`src/rtl/ipvf_pkg.sv`:
```
// ============================================================================
// ipvf_pkg
// Types, codes and fixed header offsets shared by the IPv4 filter blocks.
// ============================================================================
package ipvf_pkg;

    // A header length (IHL * 4) always fits in six bits.
    localparam int HDR_LEN_W  = 6;
    localparam int SUM_W      = 21;
    localparam int CFG_DATA_W = 32;
    localparam int CFG_IDX_W  = 2;

    localparam logic [HDR_LEN_W-1:0] MIN_HDR_BYTES = 6'd20;

    localparam logic [HDR_LEN_W-1:0] POS_TTL       = 6'd8;
    localparam logic [HDR_LEN_W-1:0] POS_CK_HI     = 6'd10;
    localparam logic [HDR_LEN_W-1:0] POS_CK_LO     = 6'd11;
    localparam logic [HDR_LEN_W-1:0] POS_SRC_FIRST = 6'd12;
    localparam logic [HDR_LEN_W-1:0] POS_SRC_LAST  = 6'd15;
    localparam logic [HDR_LEN_W-1:0] POS_DST_FIRST = 6'd16;
    localparam logic [HDR_LEN_W-1:0] POS_DST_LAST  = 6'd19;

    localparam logic [7:0] TTL_MIN_FWD = 8'd1;

    localparam logic [CFG_DATA_W-1:0] RST_BLOCK_SRC = 32'hC0A8_0203;
    localparam logic [CFG_DATA_W-1:0] RST_BLOCK_DST = 32'hC0A8_0201;
    localparam logic [CFG_DATA_W-1:0] RST_ALLOW_SRC = 32'hC0A8_0204;
    localparam logic [CFG_DATA_W-1:0] RST_ALLOW_DST = 32'hC0A8_0201;

    typedef enum logic [2:0] {
        V_DEFAULT   = 3'd0,
        V_ALLOW     = 3'd1,
        V_BLOCK     = 3'd2,
        V_TTL       = 3'd3,
        V_MALFORMED = 3'd4
    } t_verdict;

    typedef enum logic {
        K_DATA   = 1'b0,
        K_NOTICE = 1'b1
    } t_kind;

    typedef enum logic [CFG_IDX_W-1:0] {
        REG_BLOCK_SRC = 2'd0,
        REG_BLOCK_DST = 2'd1,
        REG_ALLOW_SRC = 2'd2,
        REG_ALLOW_DST = 2'd3
    } t_cfg_idx;

    typedef enum logic [2:0] {
        ST_COLLECT,
        ST_DECIDE,
        ST_EMIT,
        ST_PASS,
        ST_DISCARD
    } t_state;

    typedef struct packed {
        logic [7:0] in_byte;
        logic       in_last;
    } t_in_item;

    typedef struct packed {
        t_kind      kind;
        logic [7:0] out_byte;
        logic       out_last;
        t_verdict   verdict;
    } t_out_item;

    typedef struct packed {
        logic                 en;
        logic [HDR_LEN_W-1:0] pos;
        logic [7:0]           data;
    } t_tap_ctl;

    typedef struct packed {
        logic [31:0] src;
        logic [31:0] dst;
        logic [7:0]  ttl;
        logic [15:0] csum;
    } t_hdr_fields;

endpackage

```
`src/rtl/ipvf_stream_if.sv`:
```
// ============================================================================
// ipvf_stream_if
// Valid/ready stream channel carrying one item of type T per handshake.
// ============================================================================
interface ipvf_stream_if #(
    parameter type T = logic
);
    logic valid;
    logic ready;
    T     data;

    modport source (output valid, output data, input ready);
    modport sink   (input valid, input data, output ready);
endinterface

```
`src/rtl/ipvf_hdr_ram.sv`:
```
// ============================================================================
// ipvf_hdr_ram
// Header byte store: one write port, one read port, registered read data.
// ============================================================================
module ipvf_hdr_ram #(
    parameter int DEPTH = 60,
    parameter int AW    = 6
) (
    input  logic          i_clk,
    input  logic          i_we,
    input  logic [AW-1:0] i_wr_addr,
    input  logic [7:0]    i_wr_data,
    input  logic          i_re,
    input  logic [AW-1:0] i_rd_addr,
    output logic [7:0]    o_rd_data
);
    logic [7:0] r_mem [DEPTH];
    logic [7:0] r_rd_data;

    always_ff @(posedge i_clk) begin
        if (i_we) begin
            r_mem[i_wr_addr] <= i_wr_data;
        end
    end

    // Read data holds until the next read is issued.
    always_ff @(posedge i_clk) begin
        if (i_re) begin
            r_rd_data <= r_mem[i_rd_addr];
        end
    end

    assign o_rd_data = r_rd_data;
endmodule

```
`src/rtl/ipvf_hdr_tap.sv`:
```
// ============================================================================
// ipvf_hdr_tap
// Captures TTL and addresses as header bytes arrive and accumulates the
// rebuilt header checksum.
// ============================================================================
module ipvf_hdr_tap
    import ipvf_pkg::*;
(
    input  logic        i_clk,
    input  t_tap_ctl    i_ctl,
    output t_hdr_fields o_fields
);
    logic [SUM_W-1:0] r_sum;
    logic [7:0]       r_hi;
    logic [7:0]       r_ttl;
    logic [31:0]      r_src;
    logic [31:0]      r_dst;
    logic [7:0]       w_lo;
    logic [16:0]      w_fold1;
    logic [15:0]      w_fold2;

    // The sum already sees the decremented TTL and a zero checksum field.
    assign w_lo = (i_ctl.pos == POS_CK_LO) ? 8'd0 : i_ctl.data;

    always_ff @(posedge i_clk) begin
        if (i_ctl.en) begin
            if (!i_ctl.pos[0]) begin
                if (i_ctl.pos == POS_TTL) begin
                    r_hi <= i_ctl.data - 8'd1;
                end else if (i_ctl.pos == POS_CK_HI) begin
                    r_hi <= 8'd0;
                end else begin
                    r_hi <= i_ctl.data;
                end
                if (i_ctl.pos == '0) begin
                    r_sum <= '0;
                end
            end else begin
                r_sum <= r_sum + SUM_W'({r_hi, w_lo});
            end
            if (i_ctl.pos == POS_TTL) begin
                r_ttl <= i_ctl.data;
            end
            if (i_ctl.pos inside {[POS_SRC_FIRST:POS_SRC_LAST]}) begin
                r_src <= {r_src[23:0], i_ctl.data};
            end
            if (i_ctl.pos inside {[POS_DST_FIRST:POS_DST_LAST]}) begin
                r_dst <= {r_dst[23:0], i_ctl.data};
            end
        end
    end

    assign w_fold1 = 17'(r_sum[15:0]) + 17'(r_sum[SUM_W-1:16]);
    assign w_fold2 = w_fold1[15:0] + 16'(w_fold1[16]);

    assign o_fields.src  = r_src;
    assign o_fields.dst  = r_dst;
    assign o_fields.ttl  = r_ttl;
    assign o_fields.csum = ~w_fold2;
endmodule

```
`src/rtl/ipv4_filter_ttl_forward.sv`:
```
// ============================================================================
// ipv4_filter_ttl_forward
// IPv4 filter: buffers the header, drops by rule, TTL or malformation,
// otherwise forwards with TTL decremented and the checksum rebuilt.
// ============================================================================
// Header bytes are taken one item per cycle while the output slot is free;
// a decision state follows. The forwarded header leaves one byte per cycle
// while the output accepts, read from the registered RAM; input stalls then.
// Payload bytes pass via the output register, one item per cycle when free.
// Reset clears control state and restores the rule registers; the header
// RAM is not cleared, since a packet only reads bytes it has written.
module ipv4_filter_ttl_forward
    import ipvf_pkg::*;
#(
    parameter int MAX_HEADER_BYTES = 60
) (
    input  logic                  i_clk,
    input  logic                  i_rst_n,
    ipvf_stream_if.sink           i_in,
    ipvf_stream_if.source         o_out,
    input  logic                  i_cfg_we,
    input  logic [CFG_IDX_W-1:0]  i_cfg_idx,
    input  logic [CFG_DATA_W-1:0] i_cfg_data
);
    localparam int PW = $clog2(MAX_HEADER_BYTES);

    t_state                r_state, n_state;
    logic                  r_out_valid, n_out_valid;
    t_out_item             r_out, n_out;
    logic [PW-1:0]         r_pos, n_pos;
    logic [HDR_LEN_W-1:0]  r_len, n_len;
    logic                  r_last_hdr, n_last_hdr;
    logic                  r_fwd, n_fwd;
    logic [HDR_LEN_W-1:0]  r_issue, n_issue;
    logic [HDR_LEN_W-1:0]  r_emit_idx, n_emit_idx;
    logic                  r_rd_pend, n_rd_pend;

    logic [CFG_DATA_W-1:0] r_blk_src, r_blk_dst, r_alw_src, r_alw_dst;

    logic                  w_slot;
    logic                  w_in_acc;
    logic [HDR_LEN_W-1:0]  w_ihl_len;
    logic                  w_first;
    logic                  w_bad_ihl;
    logic [HDR_LEN_W-1:0]  w_cur_len;
    logic [HDR_LEN_W:0]    w_pos_nx;
    logic                  w_more;
    logic                  w_blocked;
    logic                  w_allowed;
    logic                  w_ttl_exp;
    logic                  w_load;
    logic                  w_final;
    logic                  w_issue;
    logic                  w_mem_we;
    logic [7:0]            w_rd_data;
    logic [7:0]            w_emit_byte;
    t_tap_ctl              w_tap;
    t_hdr_fields           w_fields;
    t_verdict              w_fwd_verdict;

    // ---------------------------------------------------------------- config
    always_ff @(posedge i_clk) begin
        if (!i_rst_n) begin
            r_blk_src <= RST_BLOCK_SRC;
            r_blk_dst <= RST_BLOCK_DST;
            r_alw_src <= RST_ALLOW_SRC;
            r_alw_dst <= RST_ALLOW_DST;
        end else if (i_cfg_we) begin
            case (i_cfg_idx)
                REG_BLOCK_SRC: r_blk_src <= i_cfg_data;
                REG_BLOCK_DST: r_blk_dst <= i_cfg_data;
                REG_ALLOW_SRC: r_alw_src <= i_cfg_data;
                REG_ALLOW_DST: r_alw_dst <= i_cfg_data;
                default: ;
            endcase
        end
    end

    // --------------------------------------------------------------- decode
    assign w_slot    = !r_out_valid || o_out.ready;
    assign i_in.ready = (r_state == ST_COLLECT || r_state == ST_PASS) ? w_slot
                                                                      : (r_state == ST_DISCARD);
    assign w_in_acc  = i_in.valid && i_in.ready;
    assign w_ihl_len = {i_in.data.in_byte[3:0], 2'b00};
    assign w_first   = (r_pos == '0);
    assign w_bad_ihl = w_first && (w_ihl_len < MIN_HDR_BYTES ||
                                   w_ihl_len > HDR_LEN_W'(MAX_HEADER_BYTES));
    assign w_cur_len = w_first ? w_ihl_len : r_len;
    assign w_pos_nx  = (HDR_LEN_W+1)'(r_pos) + 1'b1;
    assign w_more    = w_pos_nx < {1'b0, w_cur_len};

    assign w_blocked = (w_fields.src == r_blk_src) && (w_fields.dst == r_blk_dst);
    assign w_allowed = (w_fields.src == r_alw_src) && (w_fields.dst == r_alw_dst);
    assign w_ttl_exp = (w_fields.ttl <= TTL_MIN_FWD);

    assign w_load  = r_rd_pend && w_slot;
    assign w_final = (r_emit_idx == r_len - 1'b1);
    assign w_issue = (r_issue < r_len) && (!r_rd_pend || w_load);

    assign w_fwd_verdict = r_fwd ? V_ALLOW : V_DEFAULT;

    always_comb begin
        if (r_emit_idx == POS_TTL) begin
            w_emit_byte = w_fields.ttl - 8'd1;
        end else if (r_emit_idx == POS_CK_HI) begin
            w_emit_byte = w_fields.csum[15:8];
        end else if (r_emit_idx == POS_CK_LO) begin
            w_emit_byte = w_fields.csum[7:0];
        end else begin
            w_emit_byte = w_rd_data;
        end
    end

    assign w_mem_we = w_in_acc && (r_state == ST_COLLECT) && !w_bad_ihl;

    assign w_tap.en   = w_mem_we;
    assign w_tap.pos  = HDR_LEN_W'(r_pos);
    assign w_tap.data = i_in.data.in_byte;

    // ----------------------------------------------------------- next state
    always_comb begin
        n_state = r_state;
        case (r_state)
            ST_COLLECT: begin
                if (w_in_acc) begin
                    if (w_bad_ihl) begin
                        n_state = i_in.data.in_last ? ST_COLLECT : ST_DISCARD;
                    end else if (!w_more) begin
                        n_state = ST_DECIDE;
                    end
                end
            end
            ST_DECIDE: begin
                if (w_slot) begin
                    if (w_blocked || w_ttl_exp) begin
                        n_state = r_last_hdr ? ST_COLLECT : ST_DISCARD;
                    end else begin
                        n_state = ST_EMIT;
                    end
                end
            end
            ST_EMIT: begin
                if (w_load && w_final) begin
                    n_state = r_last_hdr ? ST_COLLECT : ST_PASS;
                end
            end
            ST_PASS, ST_DISCARD: begin
                if (w_in_acc && i_in.data.in_last) begin
                    n_state = ST_COLLECT;
                end
            end
            default: n_state = ST_COLLECT;
        endcase
    end

    // -------------------------------------------------------------- outputs
    always_comb begin
        n_out_valid = r_out_valid && !o_out.ready;
        n_out       = r_out;
        n_pos       = r_pos;
        n_len       = r_len;
        n_last_hdr  = r_last_hdr;
        n_fwd       = r_fwd;
        n_issue     = r_issue;
        n_emit_idx  = r_emit_idx;
        n_rd_pend   = r_rd_pend;
        case (r_state)
            ST_COLLECT: begin
                if (w_in_acc) begin
                    if (w_bad_ihl) begin
                        n_out_valid = 1'b1;
                        n_out       = '{K_NOTICE, 8'd0, 1'b1, V_MALFORMED};
                        n_pos       = '0;
                    end else begin
                        n_len = w_cur_len;
                        if (w_more && i_in.data.in_last) begin
                            // Packet ended inside its header.
                            n_out_valid = 1'b1;
                            n_out       = '{K_NOTICE, 8'd0, 1'b1, V_MALFORMED};
                            n_pos       = '0;
                        end else if (w_more) begin
                            n_pos = r_pos + 1'b1;
                        end else begin
                            n_pos      = '0;
                            n_last_hdr = i_in.data.in_last;
                        end
                    end
                end
            end
            ST_DECIDE: begin
                if (w_slot) begin
                    if (w_blocked) begin
                        n_out_valid = 1'b1;
                        n_out       = '{K_NOTICE, 8'd0, 1'b1, V_BLOCK};
                    end else begin
                        n_fwd = w_allowed;
                        if (w_ttl_exp) begin
                            n_out_valid = 1'b1;
                            n_out       = '{K_NOTICE, 8'd0, 1'b1, V_TTL};
                        end else begin
                            n_issue   = '0;
                            n_rd_pend = 1'b0;
                        end
                    end
                end
            end
            ST_EMIT: begin
                if (w_load) begin
                    n_out_valid = 1'b1;
                    n_out       = '{K_DATA, w_emit_byte, r_last_hdr && w_final,
                                    w_fwd_verdict};
                    n_rd_pend   = 1'b0;
                end
                if (w_issue) begin
                    n_emit_idx = r_issue;
                    n_issue    = r_issue + 1'b1;
                    n_rd_pend  = 1'b1;
                end
            end
            ST_PASS: begin
                if (w_in_acc) begin
                    n_out_valid = 1'b1;
                    n_out       = '{K_DATA, i_in.data.in_byte, i_in.data.in_last,
                                    w_fwd_verdict};
                end
            end
            default: ;
        endcase
    end

    // ------------------------------------------------------------ registers
    always_ff @(posedge i_clk) begin
        if (!i_rst_n) begin
            r_state     <= ST_COLLECT;
            r_out_valid <= 1'b0;
            r_pos       <= '0;
            r_len       <= '0;
            r_last_hdr  <= 1'b0;
            r_fwd       <= 1'b0;
            r_issue     <= '0;
            r_emit_idx  <= '0;
            r_rd_pend   <= 1'b0;
        end else begin
            r_state     <= n_state;
            r_out_valid <= n_out_valid;
            r_pos       <= n_pos;
            r_len       <= n_len;
            r_last_hdr  <= n_last_hdr;
            r_fwd       <= n_fwd;
            r_issue     <= n_issue;
            r_emit_idx  <= n_emit_idx;
            r_rd_pend   <= n_rd_pend;
        end
    end

    always_ff @(posedge i_clk) begin
        r_out <= n_out;
    end

    assign o_out.valid = r_out_valid;
    assign o_out.data  = r_out;

    // -------------------------------------------------------------- submodules
    ipvf_hdr_ram #(
        .DEPTH (MAX_HEADER_BYTES),
        .AW    (PW)
    ) u_hdr_ram (
        .i_clk     (i_clk),
        .i_we      (w_mem_we),
        .i_wr_addr (r_pos),
        .i_wr_data (i_in.data.in_byte),
        .i_re      ((r_state == ST_EMIT) && w_issue),
        .i_rd_addr (r_issue[PW-1:0]),
        .o_rd_data (w_rd_data)
    );

    ipvf_hdr_tap u_hdr_tap (
        .i_clk    (i_clk),
        .i_ctl    (w_tap),
        .o_fields (w_fields)
    );
endmodule

```
`src/flat_wrapper.sv`:
```
// flat-port wrapper written by rule: the top's interface ports become plain ports
module ipv4_filter_ttl_forward_flat import ipvf_pkg::*;
#(
    parameter int MAX_HEADER_BYTES = 60
)
  (i_clk, i_rst_n, i_cfg_we, i_cfg_idx, i_cfg_data, i_in_valid, i_in_data, i_in_ready, o_out_valid, o_out_data, o_out_ready);
  ipvf_stream_if #(.T(t_in_item)) i_in_i ();
  ipvf_stream_if #(.T(t_out_item)) o_out_i ();
  input  logic i_clk;
  input  logic i_rst_n;
  input  logic i_cfg_we;
  input  logic [CFG_IDX_W-1:0] i_cfg_idx;
  input  logic [CFG_DATA_W-1:0] i_cfg_data;
  input wire logic [$bits(i_in_i.valid)-1:0] i_in_valid;
  input wire logic [$bits(i_in_i.data)-1:0] i_in_data;
  output wire logic [$bits(i_in_i.ready)-1:0] i_in_ready;
  output wire logic [$bits(o_out_i.valid)-1:0] o_out_valid;
  output wire logic [$bits(o_out_i.data)-1:0] o_out_data;
  input wire logic [$bits(o_out_i.ready)-1:0] o_out_ready;
  assign i_in_i.valid = i_in_valid;
  assign i_in_i.data = i_in_data;
  assign i_in_ready = i_in_i.ready;
  assign o_out_valid = o_out_i.valid;
  assign o_out_data = o_out_i.data;
  assign o_out_i.ready = o_out_ready;
  ipv4_filter_ttl_forward #(.MAX_HEADER_BYTES(MAX_HEADER_BYTES)) u_core (.i_clk(i_clk), .i_rst_n(i_rst_n), .i_in(i_in_i), .o_out(o_out_i), .i_cfg_we(i_cfg_we), .i_cfg_idx(i_cfg_idx), .i_cfg_data(i_cfg_data));
endmodule
```
`config.mk`:
```
export PLATFORM = sky130hd
export DESIGN_NAME = ipv4_filter_ttl_forward_flat
export DESIGN_NICKNAME = d
export VERILOG_FILES = /design/src/rtl/ipvf_pkg.sv /design/src/rtl/ipvf_stream_if.sv /design/src/rtl/ipvf_hdr_ram.sv /design/src/rtl/ipvf_hdr_tap.sv /design/src/rtl/ipv4_filter_ttl_forward.sv /design/src/flat_wrapper.sv
export SDC_FILE = /design/constraint.sdc
export NUM_CORES = 1
export LEC_CHECK = 0
export BUFFER_PORTS_ARGS = -buffer_cell sky130_fd_sc_hd__buf_4
export CORE_AREA = 2 2 273 275
export DETAILED_ROUTE_END_ITERATION = 12
export DIE_AREA = 0 0 275 277
export SYNTH_ARGS = -nofsm -noshare
export SYNTH_HDL_FRONTEND = slang
export SYNTH_SLANG_ARGS = --single-unit
export TNS_END_PERCENT = 30
```
`constraint.sdc`:
```
create_clock -name i_clk -period 8.2 [get_ports i_clk]
set_input_delay 0.82 -clock i_clk [delete_from_list [all_inputs] [get_ports i_clk]]
set_output_delay 0.82 -clock i_clk [all_outputs]
set_load 0.01 [all_outputs]
```
==> qor.yml, run 1 <==
setup_path:
  cp-start-kind: "flop"
  crit_arrival_ns: 5.04
  critPathSlowestCell: "nor2_1"
  critical_path_class: "flop to flop"
  cp.required_ns: 8.45
  reg2reg_depth: 8
  regToRegSetupSlack_ns: 3.41
  critical_path.endpoint: "u_core.u_hdr_ram.r_mem[38][7]$_DFFE_PP_"
  r2r_end: "u_core.u_hdr_ram.r_mem[38][7]$_DFFE_PP_"
  path_cells: "inv_1, ha_1, nand2b_1, or4_1, nand2b_1, nor2_1, nand3_1, nor2_1"
  end_kind: "flop"
  slowest_delay_ns: 0.85
  cp_max_fo: 23
  critPathLaunch: "u_core.r_pos[0]$_SDFFE_PN0P_"
  r2r_start: "u_core.r_pos[0]$_SDFFE_PN0P_"
logic_synthesis:
  synth_top_family_by_area: "multiplexers"
  avgSynthCellArea_um2: 14.5
  synth_xor_xnor_area_share_pct: 4.84
  synth_compound_area_share_pct: 6.64
  synth_adder_area_share_pct: 1.69
  syn_nets: 2354
  seq_area_frac_synth_pct: 65.0
  yosys_warnings: 0
  synth_area_um2: 32700
  synthMuxAreaShare_pct: 10.9
  async_reset_ff_share_pct: 0
  yosys.area_share.simple_pct: 9.30
  synth_cells: 2263
  synth_cell_type_count: 77
  ys_ff_latch: 761
  synth_edf_count: 602
  synth_top_flop_cell: "edfxtp_1"
cts:
  clockBufferDepth: 3
  ctsRootBufferMaster: "clkbuf_16"
  path_clk_slew_ns: 0.06
  cts_hold_buf: 0
  postCtsSetupBuffers: 0
  htreeDepth: 3
  cts.sinks: 761
  cts_inserted_buffers: 80
  cts_resized: 0
  worstSkewPairLatency_ns: 0.64
  cts_tree: "built"
place:
  place_congestion: 0.896
  portBuffers: 62
  dp_hpwl_um: 53700
  dp.cells: 3201
  post-place-ws_ns: 3.04
drt:
  vias_per_cell: 5.74
  drt_pass1_iterations: 7
  vias: 19200
  drt_iter0_markers: 2026
  drc: 0
  wl_per_cell_um: 24.7
  wl_um: 82700
  ant_nets: 0
sta:
  min_period_ns: 4.79
  tns_ns: 0
  holdWs_ns: 0.427
  max_slew_margin_pct: 18.4
  fmax_mhz: 209
  setup_viol: 0
  layout_setup_ws_ns: 3.41
  final.period_utilization_pct: 58.4
  clock_skew_ns: 0.0332
  tightest_slew_ns: 1.22
  hold_viol_final: 0
  rsz0062_at_grt: "no"
  drv_slew: 0
floorplanning:
  ioPinCount: 63
  die-area_um2: 76200
  dieHeight_um: 277
  start_util_pct: 44.5
  coreArea_um2: 73600
  row_count: 100
  die_w_um: 275
power_and_ir_drop:
  switching_share_pct: 25.5
  powerDensity_nw_per_um2: 250
  leakagePower_nw: 11.6
  p_seq_share_pct: 48.4
  p_sw_mw: 2.34
  p_comb_share_pct: 13.0
  clkPwrFrac_pct: 38.5
  ir_drop_mv: 0.165
  cellInternalPower_mw: 6.84
job:
  max-cap-violations: 0
cells_and_area:
  final_cell_mix: "edfxtp_1 (602), nand2_1 (332), xnor2_1 (155), dfxtp_1 (155), mux4_2 (152)"
  fillers: 6187
  layout-drive-gt1-share_pct: 16.2
  area_growth_pct: 12.2
  fin_cells: 3349
  layout_commonest_cell: "edfxtp_1"
  nets: 2405
global_routing:
  first_global_vias: 19100
  grt_max_degree: 80
  grt-ovfl-total: 0
  track_usage_pct: 21.8
  grt_pass1_wl_um: 123000
  grt_antenna_before_repair: 2
worst_hold_path:
  hold_path_class: "input pin to flop"
run_status:
  outcome: "finished, final reports clean"
==> cell type report <==
cell class              instances  area [um2]  area share [%]
well taps                     969        1210            3.30
diodes                          1        2.50         0.00682
inverters                      24        90.1           0.245
clock buffers                 110        2260            6.16
flip-flops and latches        761       21300            58.0
clock inverters                37         310           0.845
multi-input cells            1365       10900            29.8
repair buffers                 82         616            1.68
==> per-layer routing <==
layer | part of all wire, % | vias to the layer above | wire [um] | GRT usage (%)
met2 | 47 | 670 | 38700 | 34.1
met5 | 0.018 | - | 15 | 0
li1 | - | 8658 | - | -
met1 | 44 | 9771 | 36200 | 30.9
met4 | 2.4 | 2 | 1950 | 6.02
met3 | 7.0 | 129 | 5800 | 4.47
==> synthesized netlist by cell type, types with 11 or more instances <==
library cell  count  area [um2]
or3_1            11        68.8
and3_1           11        68.8
nor3_1           15        75.1
clkbuf_1         84         315
nor2b_1          12        75.1
edfxtp_1        602       18100
ha_1             41         513
a21boi_0        112         841
a21oi_1          42         210
buf_2            14        70.1
o21ai_0          44         220
inv_1            21        78.8
nand3_1          60         300
o211ai_1         12        90.1
mux2i_1          14         140
and2_1           12        75.1
buf_1            13        48.8
mux4_2          152        3420
nor4_1           13        81.3
dfxtp_1         159        3180
a21o_1           14         105
xor2_1           26         228
xnor2_1         155        1360
nand2_1         332        1250
nand4_1          40         250
nor2_1          124         465
==> worst max-delay path, delay by kind of cell, from the launching register on <==
family | cells | cell delay [ns]
buffers and inverters | 1 | 0.46
DFF | 1 | 0.54
adders and majority gates | 1 | 0.43
and+or+nand+nor | 6 | 2.97
==> worst min-delay path by stage <==
stage / cells after the start / startpoint / slack, ns / endpoint
3_3_place_gp: 2 / u_core.r_alw_dst[10]$_SDFFE_PN0P_ / 0.46 / u_core.r_alw_dst[10]$_SDFFE_PN0P_
2_1_floorplan: 2 / u_core.r_alw_dst[13]$_SDFFE_PN0P_ / 0.46 / u_core.r_alw_dst[13]$_SDFFE_PN0P_
4_1_cts: 3 / i_cfg_data[21] / 0.41 / u_core.r_alw_src[21]$_SDFFE_PN1P_
3_5_place_dp: 2 / u_core.r_blk_dst[18]$_SDFFE_PN0P_ / 0.47 / u_core.r_blk_dst[18]$_SDFFE_PN0P_
6_report: 3 / i_cfg_data[1] / 0.43 / u_core.r_blk_src[1]$_SDFFE_PN1P_
5_1_grt: 3 / i_cfg_data[30] / 0.42 / u_core.r_blk_src[30]$_SDFFE_PN1P_
==> state kept, by name, indices dropped and copies added (netlist names) <==
name                        count
u_core.u_hdr_tap.r_ttl          8
u_core.r_last_hdr               1
u_core.u_hdr_tap.r_hi           8
u_core.r_alw_src               32
u_core.r_pos                    6
u_core.o_out.data              13
u_core.r_alw_dst               32
u_core.o_out.valid              1
u_core.r_blk_src               32
u_core.r_issue                  6
u_core.r_state                  3
u_core.u_hdr_tap.r_src         32
u_core.u_hdr_tap.r_sum         21
u_core.u_hdr_tap.r_dst         32
u_core.r_len                    6
u_core.r_fwd                    1
u_core.r_blk_dst               32
u_core.r_rd_pend                1
u_core.u_hdr_ram.o_rd_data      8
u_core.r_emit_idx               6
u_core.u_hdr_ram.r_mem        480
==> per-stage QoR <==
step	power (mW)	util (%)	area, um2
2_1_floorplan	5.30	-	32700
6_report	9.18	49.9	36700
3_3_place_gp	5.71	46.4	34100
4_1_cts	9.24	49.9	36700
5_1_grt	9.50	49.9	36700
3_5_place_dp	5.72	46.4	34100
==> cell families after synthesis <==
kind of cell | Yosys count
mux | 166
simple gates | 674
compound gates | 301
flops | 761
buf+inv | 137
xor+xnor | 181
fa+ha+maj | 43
==> power groups by stage <==
stage / Sequential [mW] / Combinational [mW] / Clock (mW)
after floorplan: 4.45 / 0.846 / 0
after global placement: 4.53 / 1.18 / 0
after detailed placement: 4.53 / 1.19 / 0
after CTS: 4.45 / 1.20 / 3.59
after global routing: 4.46 / 1.30 / 3.74
final: 4.45 / 1.20 / 3.54
Power figures use the tool's default switching activity.
==> run 2: changes to the inputs <==
ABC_AREA = 1   (was default)
CORE_AREA = 2 2 276 278   (was 2 2 273 275)
DIE_AREA = 0 0 278 280   (was 0 0 275 277)
clock period = 4.7 ns   (was 8.2 ns; I/O delays follow)
==> qor.yml, run 2 <==
run_status:
  outcome: "finished, final reports clean"
logic_synthesis:
  synth_cell_type_count: 61  # -21%
  seq_area_frac_synth_pct: 63.6  # -1.4 points
  synth_cells: 3182  # +41%
  yosys-top-cells-area: "edfxtp_1 (54%), dfxtp_1 (9.5%), nor2_1 (6.6%)"
  synth_edf_count: 602  # unchanged
  synthTopCellsByCount: "edfxtp_1 (602), nor2_1 (587), o21ai_0 (415)"
  yosysTopAreaCell: "edfxtp_1"
  yosys.area.top_type_share_pct: 54.1  # -1.2 points
  synth_area_um2: 33400  # +2.2%
  syn_nets: 3273  # +39%
  yosysMostFrequentCell: "edfxtp_1"
  async_reset_ff_share_pct: 0  # unchanged
  yosys_warnings: 0  # unchanged
  synth_top_flop_cell: "edfxtp_1"
  avgSynthCellArea_um2: 10.5  # -27%
  ys_ff_latch: 761  # unchanged
global_routing:
  grt-ovfl-total: 0  # unchanged
  grt_max_degree: 244  # +200%
  track_usage_pct: 23.6  # +1.8 points
  first_global_vias: 23500  # +23%
  grt_antenna_before_repair: 1  # -1
  grt_pass1_wl_um: 141000  # +15%
job:
  max-cap-violations: 0  # unchanged
sta:
  tns_ns: 0  # unchanged
  fmax_mhz: 265  # +27%
  layout_setup_ws_ns: 0.932  # -2.48 ns
  min_period_ns: 3.77  # -1.02 ns
  clock_skew_ns: 0.0404  # +0.00715 ns
  hold_viol_final: 0  # unchanged
  rsz0062_at_grt: "no"
  drv_slew: 0  # unchanged
  setup_viol: 0  # unchanged
  final.period_utilization_pct: 80.2  # +22 points
  tightest_slew_ns: 1.19  # -0.0329 ns
  max_slew_margin_pct: 20.6  # +2.2 points
power_and_ir_drop:
  p_sw_mw: 5.02  # +110%
  p_comb_share_pct: 18.1  # +5.1 points
  fin_total_pwr_mw: 17.0  # +85%
  clkPwrFrac_pct: 35.8  # -2.7 points
  ir_drop_mv: 0.263  # +59%
  cellInternalPower_mw: 12.0  # +75%
  p_seq_share_pct: 46.1  # -2.3 points
  leakagePower_nw: 13.2  # +13%
  powerDensity_nw_per_um2: 455  # +82%
  switching_share_pct: 29.6  # +4.0 points
setup_path:
  r2r_start: "u_core.r_pos[0]$_SDFFE_PN0P_"
  cp-start-kind: "flop"
  cp.required_ns: 5.06  # -3.39 ns
  r2r_end: "u_core.u_hdr_tap.r_sum[18]$_SDFFCE_PN0P_"
  reg2reg_depth: 17  # +9
  cp_max_fo: 8  # -65%
  end_kind: "flop"
  crit_arrival_ns: 4.13  # -0.91 ns
  critical_path_class: "flop to flop"
  regToRegSetupSlack_ns: 0.93  # -2.48 ns
  critPathLaunch: "u_core.r_pos[0]$_SDFFE_PN0P_"
floorplanning:
  row_count: 101  # +1.0%
  die_w_um: 278  # +1.1%
  ioPinCount: 63  # unchanged
  dieHeight_um: 280  # +1.1%
  die-area_um2: 77800  # +2.2%
  start_util_pct: 44.5  # about the same
  coreArea_um2: 75200  # +2.2%
cts:
  ctsRootBufferMaster: "clkbuf_16"
  path_clk_slew_ns: 0.06  # about the same
  htreeDepth: 3  # unchanged
  worstSkewPairLatency_ns: 0.65  # about the same
  cts_inserted_buffers: 81  # +1.3%
  cts_resized: 0  # unchanged
  cts_tree: "built"
  cts.sinks: 761  # unchanged
  clockBufferDepth: 3  # unchanged
  postCtsSetupBuffers: 0  # unchanged
  cts_hold_buf: 0  # unchanged
drt:
  ant_nets: 0  # unchanged
  vias_per_cell: 5.67  # -1.2%
  drc: 0  # unchanged
  vias: 24100  # +25%
  drt_iter0_markers: 2464  # +22%
  wl_per_cell_um: 21.8  # -12%
  drt_pass1_iterations: 6  # -1
  wl_um: 93000  # +12%
cells_and_area:
  nets: 3305  # +37%
  area_growth_pct: 11.7
  final_cell_mix: "edfxtp_1 (602), nor2_1 (584), o21ai_0 (415)"
  largest_register_ffs: 480  # unchanged
  layout-drive-gt1-share_pct: 9.55  # -6.7 points
  layout_commonest_cell: "edfxtp_1"
  regMostFlops: "u_core.u_hdr_ram.r_mem"
place:
  dp_hpwl_um: 59900  # +11%
  place_congestion: 0.890  # -0.73%
  portBuffers: 62  # unchanged
  post-place-ws_ns: 0.974  # -2.07 ns
worst_hold_path:
  hold_path_class: "input pin to flop"
  hold_end: "u_core.r_alw_src[30]$_SDFFE_PN1P_"
  min_path_cells: 3  # unchanged
  min-delay-start: "i_cfg_data[30]"
==> run 2: how the worst max path moves through the flow <==
stage / end
6_report: u_core.u_hdr_tap.r_sum[18]$_SDFFCE_PN0P_
5_1_grt: u_core.u_hdr_tap.r_sum[18]$_SDFFCE_PN0P_
4_1_cts: u_core.u_hdr_tap.r_sum[18]$_SDFFCE_PN0P_
3_5_place_dp: u_core.u_hdr_tap.r_sum[18]$_SDFFCE_PN0P_
3_3_place_gp: u_core.u_hdr_tap.r_sum[14]$_SDFFCE_PN0P_
2_1_floorplan: u_core.u_hdr_tap.r_dst[0]$_DFFE_PP_
==> run 2: power groups by stage <==
stage,clock network (mW),logic [mW],registers [mW]
6_report,6.08,3.07,7.83
5_1_grt,6.45,3.41,7.86
4_1_cts,6.18,3.04,7.82
3_5_place_dp,0,3.03,7.97
3_3_place_gp,0,3.01,7.96
2_1_floorplan,0,2.03,7.91
==> run 2: kinds of logic (layout without fill, tap and decap cells) <==
kind of cell / after synthesis / after routing / share of synthesized area [%]
AO/OA/AOI/OAI: 730 / 730 / 12.3
XOR/XNOR: 119 / 119 / 3.12
adder cells (fa/ha/maj): 43 / 43 / 1.65
buffers and inverters: 321 / 415 / 3.80
flip-flops: 761 / 761 / 63.6
other: 0 / 1 / 0
AND/OR/NAND/NOR: 1208 / 1208 / 15.6
==> run 2: worst max-delay path, stage by stage, from the launching register on <==
cell and delay (ns):
dfxtp_1 0.64, ha_1 0.31, nand2_1 0.08, nor2_1 0.43, nor2_1 0.11, ha_1 0.29
fa_1 0.44, nand3_1 0.09, nand2_1 0.09, nand2_1 0.07, nand2_1 0.05, a21oi_1 0.20
o21ai_1 0.17, nand3_1 0.11, nand2_1 0.11, nand3_1 0.10, xor2_1 0.16, nor2_1 0.05
==> run 2: metrics by stage <==
| step | util, % | cells | cell area, um2 | hold slack (ns) |
|---|---|---|---|---|
| after CTS | 49.6 | 4254 | 37300 | 0.0487 |
| after floorplan | - | 3182 | 33400 | 0.439 |
| after global routing | 49.6 | 4254 | 37300 | 0.0598 |
| final | 49.6 | 4255 | 37300 | 0.0812 |
| after global placement | 46.3 | 4109 | 34800 | 0.452 |
| after detailed placement | 46.3 | 4109 | 34800 | 0.463 |
==> run 2: layer usage <==
metal	global-route usage, %	vias to the layer above	routed length (um)
met1	32.4	11700	40700
li1	-	11300	-
met5	0	-	0
met2	38.5	938	43200
met3	3.76	171	6230
met4	7.60	0	2880
==> run 2: final cells by class <==
class / count / area (um2)
diodes: 1 / 2.50
clock inverters: 36 / 342
flip-flops and latches: 761 / 21300
repair buffers: 99 / 756
fillers: 6780 / 37900
clock buffers: 109 / 2160
well taps: 978 / 1220
multi-input cells: 2100 / 10900
inverters: 171 / 653
